[src/sv/kmh_pkg.sv]
// Shared constants, types and helper functions for the key matrix to HID report block.
package kmh_pkg;

  localparam int ROWS_DEF   = 5;
  localparam int COLS_DEF   = 8;
  localparam int ROW_STRIDE = 8;
  localparam int KEYS       = 40;
  localparam int SLOTS      = 6;
  localparam int SLOT_W     = 3;
  localparam int BYTE_W     = 8;
  localparam int IDX_W      = 6;

  localparam logic FUNC_MAP  = 1'b0;
  localparam logic FUNC_SNAP = 1'b1;

  typedef logic [BYTE_W-1:0] byte_t;

  typedef struct packed {
    byte_t modifier;
    byte_t keycode;
  } map_entry_t;

  typedef enum logic [1:0] {
    ST_IDLE,
    ST_WALK,
    ST_DRAIN,
    ST_EMIT
  } scan_state_t;

  // Map store depth: rows at a stride of eight, never beyond the 40-bit matrix.
  function automatic int map_depth(int rows);
    int d;
    d = rows * ROW_STRIDE;
    return (d > KEYS) ? KEYS : d;
  endfunction

  // Matrix bits that belong to a real row and column.
  function automatic logic [KEYS-1:0] key_mask(int rows, int cols);
    logic [KEYS-1:0] m;
    m = '0;
    for (int k = 0; k < KEYS; k++) begin
      if ((k / ROW_STRIDE) < rows && (k % ROW_STRIDE) < cols) begin
        m[k] = 1'b1;
      end
    end
    return m;
  endfunction

endpackage

[src/sv/kmh_ram.sv]
// Generic single-write, single-read synchronous RAM with registered read data.
module kmh_ram #(
  parameter int WIDTH = 16,
  parameter int DEPTH = 40,
  parameter int AW    = $clog2(DEPTH)
) (
  input  logic             clk,
  input  logic             we,
  input  logic [AW-1:0]    waddr,
  input  logic [WIDTH-1:0] wdata,
  input  logic             re,
  input  logic [AW-1:0]    raddr,
  output logic [WIDTH-1:0] rdata
);

  logic [WIDTH-1:0] mem [DEPTH];
  logic [WIDTH-1:0] rdata_r;

  always_ff @(posedge clk) begin
    if (we) begin
      mem[waddr] <= wdata;
    end
    if (re) begin
      rdata_r <= mem[raddr];
    end
  end

  assign rdata = rdata_r;

endmodule

[src/sv/kmh_map.sv]
// Key map store: RAM plus per-entry written flags so unwritten entries read as zero.
module kmh_map import kmh_pkg::*; #(
  parameter int DEPTH = map_depth(ROWS_DEF),
  parameter int AW    = $clog2(DEPTH)
) (
  input  logic             clk,
  input  logic             rst_n,
  input  logic             wr_en,
  input  logic [IDX_W-1:0] wr_idx,
  input  map_entry_t       wr_entry,
  input  logic             rd_en,
  input  logic [AW-1:0]    rd_addr,
  output map_entry_t       rd_entry
);

  logic [DEPTH-1:0] written_r;
  logic             rd_written_r;
  logic             wr_hit;
  logic [AW-1:0]    wr_addr;
  logic [2*BYTE_W-1:0] ram_q;

  // indexes past the store are dropped
  assign wr_hit  = wr_en && ({1'b0, wr_idx} < (IDX_W+1)'(DEPTH));
  assign wr_addr = wr_idx[AW-1:0];

  kmh_ram #(
    .WIDTH (2*BYTE_W),
    .DEPTH (DEPTH)
  ) u_ram (
    .clk   (clk),
    .we    (wr_hit),
    .waddr (wr_addr),
    .wdata (wr_entry),
    .re    (rd_en),
    .raddr (rd_addr),
    .rdata (ram_q)
  );

  always_ff @(posedge clk) begin
    if (!rst_n) begin
      written_r    <= '0;
      rd_written_r <= 1'b0;
    end else begin
      if (wr_hit) begin
        written_r[wr_addr] <= 1'b1;
      end
      if (rd_en) begin
        rd_written_r <= written_r[rd_addr];
      end
    end
  end

  assign rd_entry = rd_written_r ? map_entry_t'(ram_q) : '0;

endmodule

[src/sv/kmh_scan.sv]
// Snapshot compare, map walk sequencer, report accumulation and output register.
module kmh_scan import kmh_pkg::*; #(
  parameter int ROWS  = ROWS_DEF,
  parameter int COLS  = COLS_DEF,
  parameter int DEPTH = map_depth(ROWS),
  parameter int AW    = $clog2(DEPTH)
) (
  input  logic            clk,
  input  logic            rst_n,
  input  logic            in_accept,
  input  logic            in_func,
  input  logic [KEYS-1:0] in_key_matrix,
  output logic            in_stall,
  output logic            rd_en,
  output logic [AW-1:0]   rd_addr,
  input  map_entry_t      rd_entry,
  output logic            out_valid,
  input  logic            out_stall,
  output byte_t           out_modifier_byte,
  output byte_t           out_keycode_1,
  output byte_t           out_keycode_2,
  output byte_t           out_keycode_3,
  output byte_t           out_keycode_4,
  output byte_t           out_keycode_5,
  output byte_t           out_keycode_6
);

  localparam logic [KEYS-1:0] MASK = key_mask(ROWS, COLS);

  scan_state_t state_r, state_nxt;
  logic [KEYS-1:0]  prev_r;
  logic [DEPTH-1:0] prev_lo;
  logic [KEYS-1:0]  snap;
  logic             start;
  logic             load_out;
  logic [AW-1:0]    addr_r;
  logic             pend_r;
  logic [AW-1:0]    pend_idx_r;
  logic             hit;
  byte_t            mod_acc_r;
  byte_t [SLOTS-1:0] slot_r;
  logic [SLOT_W-1:0] ptr_r;
  logic             out_valid_r;
  byte_t            out_mod_r;
  byte_t [SLOTS-1:0] out_slot_r;

  assign snap    = in_key_matrix & MASK;
  assign start   = in_accept && (in_func == FUNC_SNAP) && (snap != prev_r);
  assign prev_lo = prev_r[DEPTH-1:0];
  assign hit     = pend_r && prev_lo[pend_idx_r];

  always_comb begin
    state_nxt = state_r;
    rd_en     = 1'b0;
    load_out  = 1'b0;
    unique case (state_r)
      ST_IDLE: begin
        if (start) begin
          state_nxt = ST_WALK;
        end
      end
      ST_WALK: begin
        rd_en = 1'b1;
        if (addr_r == AW'(DEPTH-1)) begin
          state_nxt = ST_DRAIN;
        end
      end
      ST_DRAIN: begin
        state_nxt = ST_EMIT;
      end
      ST_EMIT: begin
        if (!out_valid_r || !out_stall) begin
          load_out  = 1'b1;
          state_nxt = ST_IDLE;
        end
      end
      default: begin
        state_nxt = ST_IDLE;
      end
    endcase
  end

  always_ff @(posedge clk) begin
    if (!rst_n) begin
      state_r     <= ST_IDLE;
      prev_r      <= '0;
      addr_r      <= '0;
      pend_r      <= 1'b0;
      out_valid_r <= 1'b0;
    end else begin
      state_r <= state_nxt;
      pend_r  <= rd_en;
      if (start) begin
        prev_r <= snap;
        addr_r <= '0;
      end else if (rd_en) begin
        addr_r <= addr_r + AW'(1);
      end
      if (load_out) begin
        out_valid_r <= 1'b1;
      end else if (!out_stall) begin
        out_valid_r <= 1'b0;
      end
    end
  end

  always_ff @(posedge clk) begin
    pend_idx_r <= addr_r;
    if (start) begin
      mod_acc_r <= '0;
      slot_r    <= '0;
      ptr_r     <= '0;
    end else if (hit) begin
      mod_acc_r     <= mod_acc_r | rd_entry.modifier;
      slot_r[ptr_r] <= rd_entry.keycode;
      // last slot sticks and takes every later key
      if (ptr_r < SLOT_W'(SLOTS-1) && rd_entry.keycode != '0) begin
        ptr_r <= ptr_r + SLOT_W'(1);
      end
    end
    if (load_out) begin
      out_mod_r  <= mod_acc_r;
      out_slot_r <= slot_r;
    end
  end

  assign in_stall          = (state_r != ST_IDLE);
  assign rd_addr           = addr_r;
  assign out_valid         = out_valid_r;
  assign out_modifier_byte = out_mod_r;
  assign out_keycode_1     = out_slot_r[0];
  assign out_keycode_2     = out_slot_r[1];
  assign out_keycode_3     = out_slot_r[2];
  assign out_keycode_4     = out_slot_r[3];
  assign out_keycode_5     = out_slot_r[4];
  assign out_keycode_6     = out_slot_r[5];

endmodule

[src/sv/key_matrix_to_hid_report_top.sv]
// Top level of the key matrix to boot keyboard report converter.
// A map-write transfer (in_func = 0) stores one modifier/keycode pair in the
// key map with no input stall; indexes at or past the map depth (ROWS*8,
// at most 40) are dropped. A snapshot transfer (in_func = 1) masks off bits
// outside ROWS x COLS and compares with the last kept snapshot: if equal, it
// gives no report and no input stall; if not, the block keeps it and walks
// the key map one entry per cycle through the map RAM's single read port,
// then drains the last read and loads the report into a free output register.
// The input side stalls from the accepted snapshot until its report is loaded
// into the output register; a finished report sits in the output register
// while new transfers are taken. The report ORs the modifier
// bytes of all pressed keys and fills six keycode slots in key order; a zero
// keycode does not advance the slot, and once the sixth slot is reached every
// later pressed key overwrites it. Map entries clear to zero at reset through
// per-entry written flags, so no clearing pass is needed after reset.
module key_matrix_to_hid_report_top import kmh_pkg::*; #(
  parameter int ROWS = ROWS_DEF,
  parameter int COLS = COLS_DEF
) (
  input  logic             clk,
  input  logic             rst_n,
  input  logic             in_valid,
  output logic             in_stall,
  input  logic             in_func,
  input  logic [IDX_W-1:0] in_key_index,
  input  byte_t            in_map_modifier,
  input  byte_t            in_map_keycode,
  input  logic [KEYS-1:0]  in_key_matrix,
  output logic             out_valid,
  input  logic             out_stall,
  output byte_t            out_modifier_byte,
  output byte_t            out_keycode_1,
  output byte_t            out_keycode_2,
  output byte_t            out_keycode_3,
  output byte_t            out_keycode_4,
  output byte_t            out_keycode_5,
  output byte_t            out_keycode_6
);

  localparam int DEPTH = map_depth(ROWS);
  localparam int AW    = $clog2(DEPTH);

  logic          in_accept;
  logic          map_wr;
  map_entry_t    wr_entry;
  logic          rd_en;
  logic [AW-1:0] rd_addr;
  map_entry_t    rd_entry;

  // transfer on the input channel
  assign in_accept = in_valid && !in_stall;
  assign map_wr    = in_accept && (in_func == FUNC_MAP);
  assign wr_entry  = '{modifier: in_map_modifier, keycode: in_map_keycode};

  kmh_map #(
    .DEPTH (DEPTH)
  ) u_map (
    .clk      (clk),
    .rst_n    (rst_n),
    .wr_en    (map_wr),
    .wr_idx   (in_key_index),
    .wr_entry (wr_entry),
    .rd_en    (rd_en),
    .rd_addr  (rd_addr),
    .rd_entry (rd_entry)
  );

  kmh_scan #(
    .ROWS  (ROWS),
    .COLS  (COLS),
    .DEPTH (DEPTH)
  ) u_scan (
    .clk               (clk),
    .rst_n             (rst_n),
    .in_accept         (in_accept),
    .in_func           (in_func),
    .in_key_matrix     (in_key_matrix),
    .in_stall          (in_stall),
    .rd_en             (rd_en),
    .rd_addr           (rd_addr),
    .rd_entry          (rd_entry),
    .out_valid         (out_valid),
    .out_stall         (out_stall),
    .out_modifier_byte (out_modifier_byte),
    .out_keycode_1     (out_keycode_1),
    .out_keycode_2     (out_keycode_2),
    .out_keycode_3     (out_keycode_3),
    .out_keycode_4     (out_keycode_4),
    .out_keycode_5     (out_keycode_5),
    .out_keycode_6     (out_keycode_6)
  );

endmodule

[config.mk]
export PLATFORM = sky130hd
export DESIGN_NAME = key_matrix_to_hid_report_top
export DESIGN_NICKNAME = d
export VERILOG_FILES = /design/src/sv/kmh_pkg.sv /design/src/sv/kmh_ram.sv /design/src/sv/kmh_map.sv /design/src/sv/kmh_scan.sv /design/src/sv/key_matrix_to_hid_report_top.sv
export SDC_FILE = /design/constraint.sdc
export NUM_CORES = 1
export LEC_CHECK = 0
export BUFFER_PORTS_ARGS = -buffer_cell sky130_fd_sc_hd__buf_2
export CORE_MARGIN = 10
export CORE_UTILIZATION = 30
export CTS_CLUSTER_DIAMETER = 150
export CTS_CLUSTER_SIZE = 28
export DETAILED_ROUTE_END_ITERATION = 10
export MAX_ROUTING_LAYER = met4
export SLEW_MARGIN = 0
export SYNTH_ARGS = -nofsm -noshare
export SYNTH_HDL_FRONTEND = slang
export SYNTH_HIERARCHICAL = 1
export SYNTH_SLANG_ARGS = --single-unit
[constraint.sdc]
create_clock -name clk -period 15.6 [get_ports clk]
set_input_delay 0.78 -clock clk [delete_from_list [all_inputs] [get_ports clk]]
set_output_delay 0.78 -clock clk [all_outputs]
set_load 0.05 [all_outputs]
# Word level (Yosys, flattened, before mapping)
# Memory sizes are Yosys's and may differ from the RTL's. A register that Yosys moved wholly into a read port is not among the register bits.
# Cells that the tools add are included.
[classes]
n_lt_le_gt_ge = 8
bitwise = 4
mux = 21
addsub = 2
n_eq_ne = 9
reduce_logical = 19
[op_table]
columns = ["operator", "count"]
rows = [
  ["bitwise mux 48 bit", 1],
  ["inequality test 40 bit", 1],
  ["bitwise OR 40 bit", 1],
  ["demux 8 bit (select 3 bit)", 1],
  ["less-than comparator 6 x 7 -> 1 bit, second input constant", 3],
  ["2-to-1 mux 16 bit", 1],
  ["binary-select mux 1 bit (select 6 bit)", 2],
  ["2-to-1 mux 1 bit", 10],
  ["logical AND 1 bit", 9],
  ["2-to-1 mux 8 bit", 1],
  ["inequality test 2 x 1 -> 1 bit, second input constant", 4],
  ["bitwise OR 8 bit", 1],
  ["one-hot mux 2 bit (4 select lines)", 1],
  ["nonzero test 8 bit", 1],
  ["adder 6 x 1 -> 6 bit, second input constant", 1],
  ["demux 1 bit (select 6 bit)", 1],
  ["equality test 6 bit, second input constant", 1],
  [">= comparator 6 x 1 -> 1 bit, second input constant", 1],
  ["less-than comparator 6 bit, second input constant", 1],
  ["2-to-1 mux 2 bit", 3],
  ["equality test 2 bit, second input constant", 2],
  ["less-than comparator 3 x 4 -> 1 bit, second input constant", 1],
  ["adder 3 x 1 -> 3 bit, second input constant", 1],
  [">= comparator 3 x 1 -> 1 bit, second input constant", 1],
  ["other kinds (10)", 13],
]
[word_totals]
out_inout_bits = 58
register_bits = 212
wordCells = 87
n_memories = 1
ramBits = 640
[mem_list]
columns = ["name", "words", "word_bits", "rd", "rd_clocked_by_memory_dff", "wr", "line", "text"]
rows = [
  ["u_map.u_ram.mem", 40, 16, 1, 1, 1, "kmh_ram.sv:16", "logic [WIDTH-1:0] mem [DEPTH];"],
]

# Depth between registers and ports, before layout
[logic_depth]
ltp_word = 7
depth_mapped = 9

# Cells and area by module
# Netlist, hierarchy kept.
[modules_own_cells]
columns = ["mod", "n_inst", "seq_area_each_um2", "cells_each", "area_per_inst_um2"]
rows = [
  ["kmh_ram", 1, 19698.9, 1318, 25794.7],
  ["kmh_scan", 1, 3983.8, 554, 6934.2],
  ["kmh_map", 1, 820.8, 201, 1961.9],
  ["key_matrix_to_hid_report_top", 1, 0.0, 2, 18.8],
]

# Least setup slack after synthesis
# Ideal clock, no wire load.
[synth_path]
path_kind = "input port to flip-flop"
start = "input out_stall"
end = "register u_scan.out_slot_r, in the netlist u_scan/out_keycode_1[0] (enable)"
cell_stages = 1
slack_ns = 10.169
required_time_ns = 15.045
t_arrival_ns = 4.876
path_cell_list = "a21boi_0"
[synth_between]
elab_chain_cells = 4
[synth_lines]
columns = ["item", "line", "text"]
rows = [
  ["from (decl)", "key_matrix_to_hid_report_top.sv:30", "input logic out_stall,"],
  ["logical NOT 1 bit", "kmh_scan.sv:72", "if (!out_valid_r || !out_stall) begin"],
  ["logical OR 1 bit", "kmh_scan.sv:72", ""],
  ["2-to-1 mux 1 bit", "kmh_scan.sv:72", ""],
  ["2-to-1 mux 1 bit", "kmh_scan.sv:56", "unique case (state_r)"],
  ["to (signal assigned)", "kmh_scan.sv:123", "out_slot_r <= slot_r;"],
  ["to (decl)", "kmh_scan.sv:45", "byte_t [SLOTS-1:0] out_slot_r;"],
]
# Every way passes these cells.
# A chain may end at the register's enable or synchronous reset.

==> flow_metrics.py <==
metrics = {
    "sta": {
        "drv_slew": 0,
        "setup_ws_ns": 11.24,
        "hold_ws_ns": 0.386,
        "hold_viol": 0,
        "fin_crit_ns": 4.36,
        "setup-tns-final_ns": 0,
        "min_period_over_period_pct": 27.9,
        "rsz0062_at_grt": "no",
        "fmaxAchievable_mhz": 230,
        "fin_skew_ns": 0.0460,
        "finalSetupViolCount": 0,
        "tightestPinTransition_ns": 1.08,
        "max_slew_margin_pct": 28.0,
    },
    "route": {
        "vias": 18500,
        "wl_met1_microns": 37600,
        "drt_pass1_iterations": 5,
        "dr_wl_met3_microns": 5150,
        "wl_per_cell_microns": 22.4,
        "drt_first_iter_violations": 1605,
        "ant_nets": 0,
        "routed.top_layer": "met4",
        "dr_wl_met2_microns": 39000,
        "totalWireLength_microns": 83100,
        "vias_per_cell": 4.97,
        "route.detailed.drc": 0,
    },
    "critical_path": {
        "crit_fanout": 52,
        "crit_chain": "buf_4, buf_4, mux2i_1, a22o_1, a221oi_2, o22ai_1, o41ai_2",
        "worstSetupPathType": "reg2reg",
        "rr_worst_depth": 7,
        "cp_common_cell": "buf_4",
        "r2r_setup_slack_ns": 11.24,
        "reg2reg_to": "u_map/u_ram/rdata[8]",
        "path_buf_inv": 2,
        "crit_family": "buffers and inverters",
        "r2r_start": "u_scan/rd_addr[0]",
        "cp_data_arrival_time_ns": 4.70,
        "startpoint_type": "flip-flop",
        "critPathRequiredTime_ns": 15.95,
        "max_stage_delay_ns": 0.91,
        "cp-end-kind": "flip-flop",
        "slowest_stage": "dfxtp_4",
    },
    "synth": {
        "synth_edf_count": 712,
        "yosys.area.top_type_share_pct": 61.6,
        "synth_warnings": 6,
        "synth.distinct_cells": 66,
        "synth_cells": 2075,
        "synthFlopType": "edfxtp_1",
        "synth_top_cell_by_area": "edfxtp_1",
        "synth-seq-cells": 868,
        "ys_seq_area_share_pct": 70.6,
        "async_flop_share_pct": 0,
        "avgSynthCellArea_sq_um": 16.7,
        "syn_nets": 2148,
        "netlist_area_sq_um": 34700,
        "synth_area_leaders": "edfxtp_1 62%, mux2i_1 10%, dfxtp_1 9.0%, mux4_2 2.4%, a22oi_1 1.4%",
    },
    "power_and_ir_drop": {
        "peakVddDrop_v": 0.0000650,
        "leakage_nw": 12.0,
        "power.total_mw": 4.42,
        "powerDensity_nw_per_um2": 116,
    },
    "finish": {
        "multi_input_area_sq_um": 9470,
        "final_nets": 2250,
        "final_common_cell": "edfxtp_1",
        "regArea_sq_um": 24500,
        "drive_above_1_share_pct": 15.6,
        "final_cell_mix": "712 x edfxtp_1, 359 x mux2i_1, 153 x dfxtp_1",
        "nFillCells": 10900,
        "area.growth.synth_to_final_pct": 9.64,
    },
    "grt": {
        "grt.overflow.total": 0,
        "grt_start_max_net_pins": 114,
        "grt_pass1_wl_microns": 123000,
        "grt_usage_pct": 12.7,
        "grt_pass1_vias": 18400,
        "antenna_found_initial": 7,
    },
    "min_path": {
        "min_path_cells": 0,
        "hold_end": "u_scan/pend_idx_r[2]",
        "hold_path.class": "reg2reg",
        "holdCritStartpoint": "u_scan/rd_addr[2]",
    },
    "status": {
        "run_status": "complete, no violations",
    },
    "clock_network": {
        "cts_num_sinks": 868,
        "cts_tree": "built",
        "cts_root_buf": "clkbuf_16",
        "clock_path_buffers": 3,
        "numCtsBuffers": 38,
        "cts-htree-levels": 2,
        "cts.clk_slew.worst_paths_ns": 0.12,
        "ctsResizeCount": 0,
        "clkLatencyLatePin_ns": 0.64,
        "hold_buffers": 0,
        "post_cts_buffers": 0,
    },
    "placed_design": {
        "gp_congestion": 0.776,
        "dp_slack_ns": 11.29,
        "dp_hpwl_microns": 52100,
        "port_buffers": 124,
    },
    "job": {
        "drv_cap": 0,
    },
    "floorplanning": {
        "io_pins": 125,
        "die_h_microns": 360,
        "dieArea_sq_um": 130000,
        "die_w_microns": 360,
        "start_util_pct": 30.3,
        "coreArea_sq_um": 115000,
        "fp-row-count": 124,
    },
}
[power breakdown]
| part | total, mW | leakage, nW | switching (mW) | internal (mW) |
|---|---|---|---|---|
| clock network | 1.18 | 0.532 | 0.712 | 0.471 |
| logic | 0.647 | 3.85 | 0.379 | 0.268 |
| registers | 2.59 | 7.61 | 0.0437 | 2.54 |
[worst max path at each step]
stage / start / endpoint / slack [ns] / cells past startpoint
2_1_floorplan: out_stall / u_scan/out_keycode_1[0] / 10.17 / 1
3_3_place_gp: u_scan/rd_addr[0] / u_map/u_ram/rdata[8] / 11.34 / 7
3_5_place_dp: u_scan/rd_addr[0] / u_map/u_ram/rdata[8] / 11.29 / 7
4_1_cts: u_scan/rd_addr[0] / u_map/u_ram/rdata[8] / 11.23 / 7
5_1_grt: u_scan/rd_addr[0] / u_map/u_ram/rdata[8] / 10.96 / 7
6_report: u_scan/rd_addr[0] / u_map/u_ram/rdata[8] / 11.24 / 7
[cells in the mapped netlist (all sizes together), types with 20 or more instances]
| cell type | n |
|---|---|
| xor2 | 43 |
| mux4 | 46 |
| and2 | 22 |
| dfxtp | 156 |
| nand2 | 95 |
| o21a | 22 |
| a221oi | 32 |
| mux2 | 22 |
| nor2b | 72 |
| a22oi | 64 |
| nor2 | 86 |
| a22o | 32 |
| a21oi | 55 |
| o22ai | 20 |
| edfxtp | 712 |
| mux2i | 359 |
| clkbuf | 36 |
| buf | 77 |
[metrics by stage]
stage	util (%)	std cells	cell area, sq um
after floorplan	-	2075	34700
after global placement	32.2	3649	36900
after detailed placement	32.2	3649	36900
after CTS	33.2	3710	38000
after global routing	33.2	3715	38100
final	33.2	3716	38100
[kinds of logic after synthesis]
family | after synthesis | synth area share, %
muxes | 427 | 14.1
buffers and inverters | 121 | 2.32
and+or+nand+nor | 344 | 5.25
DFF | 868 | 70.6
xor gates and xnor gates | 45 | 1.14
AOI/OAI and AO/OA | 264 | 6.33
adders and majority gates | 6 | 0.216
[final cells by class]
cell class / instances / share of cell area (%)
diodes: 6 / 0.0395
clock buffers: 55 / 2.67
clock inverters: 6 / 0.270
inverters: 8 / 0.0789
multi-input cells: 1086 / 24.9
flip-flops and latches: 868 / 64.4
well taps: 1512 / 4.97
repair buffers: 175 / 2.67
[state kept, by name (all words and copies together) (netlist names), 16 cells and up]
register	cells
u_map/u_ram/mem	640
u_scan/slot_r	48
u_scan/prev_lo	40
u_map/u_ram/rdata	16
u_map/written_r	40
[routing by layer]
metal,vias up,GRT usage [%]
met2,564,20.0
li1,8251,-
met1,9583,17.1
met4,0,2.61
met3,74,2.04
met5,-,-
Power figures use the tool's default switching activity.
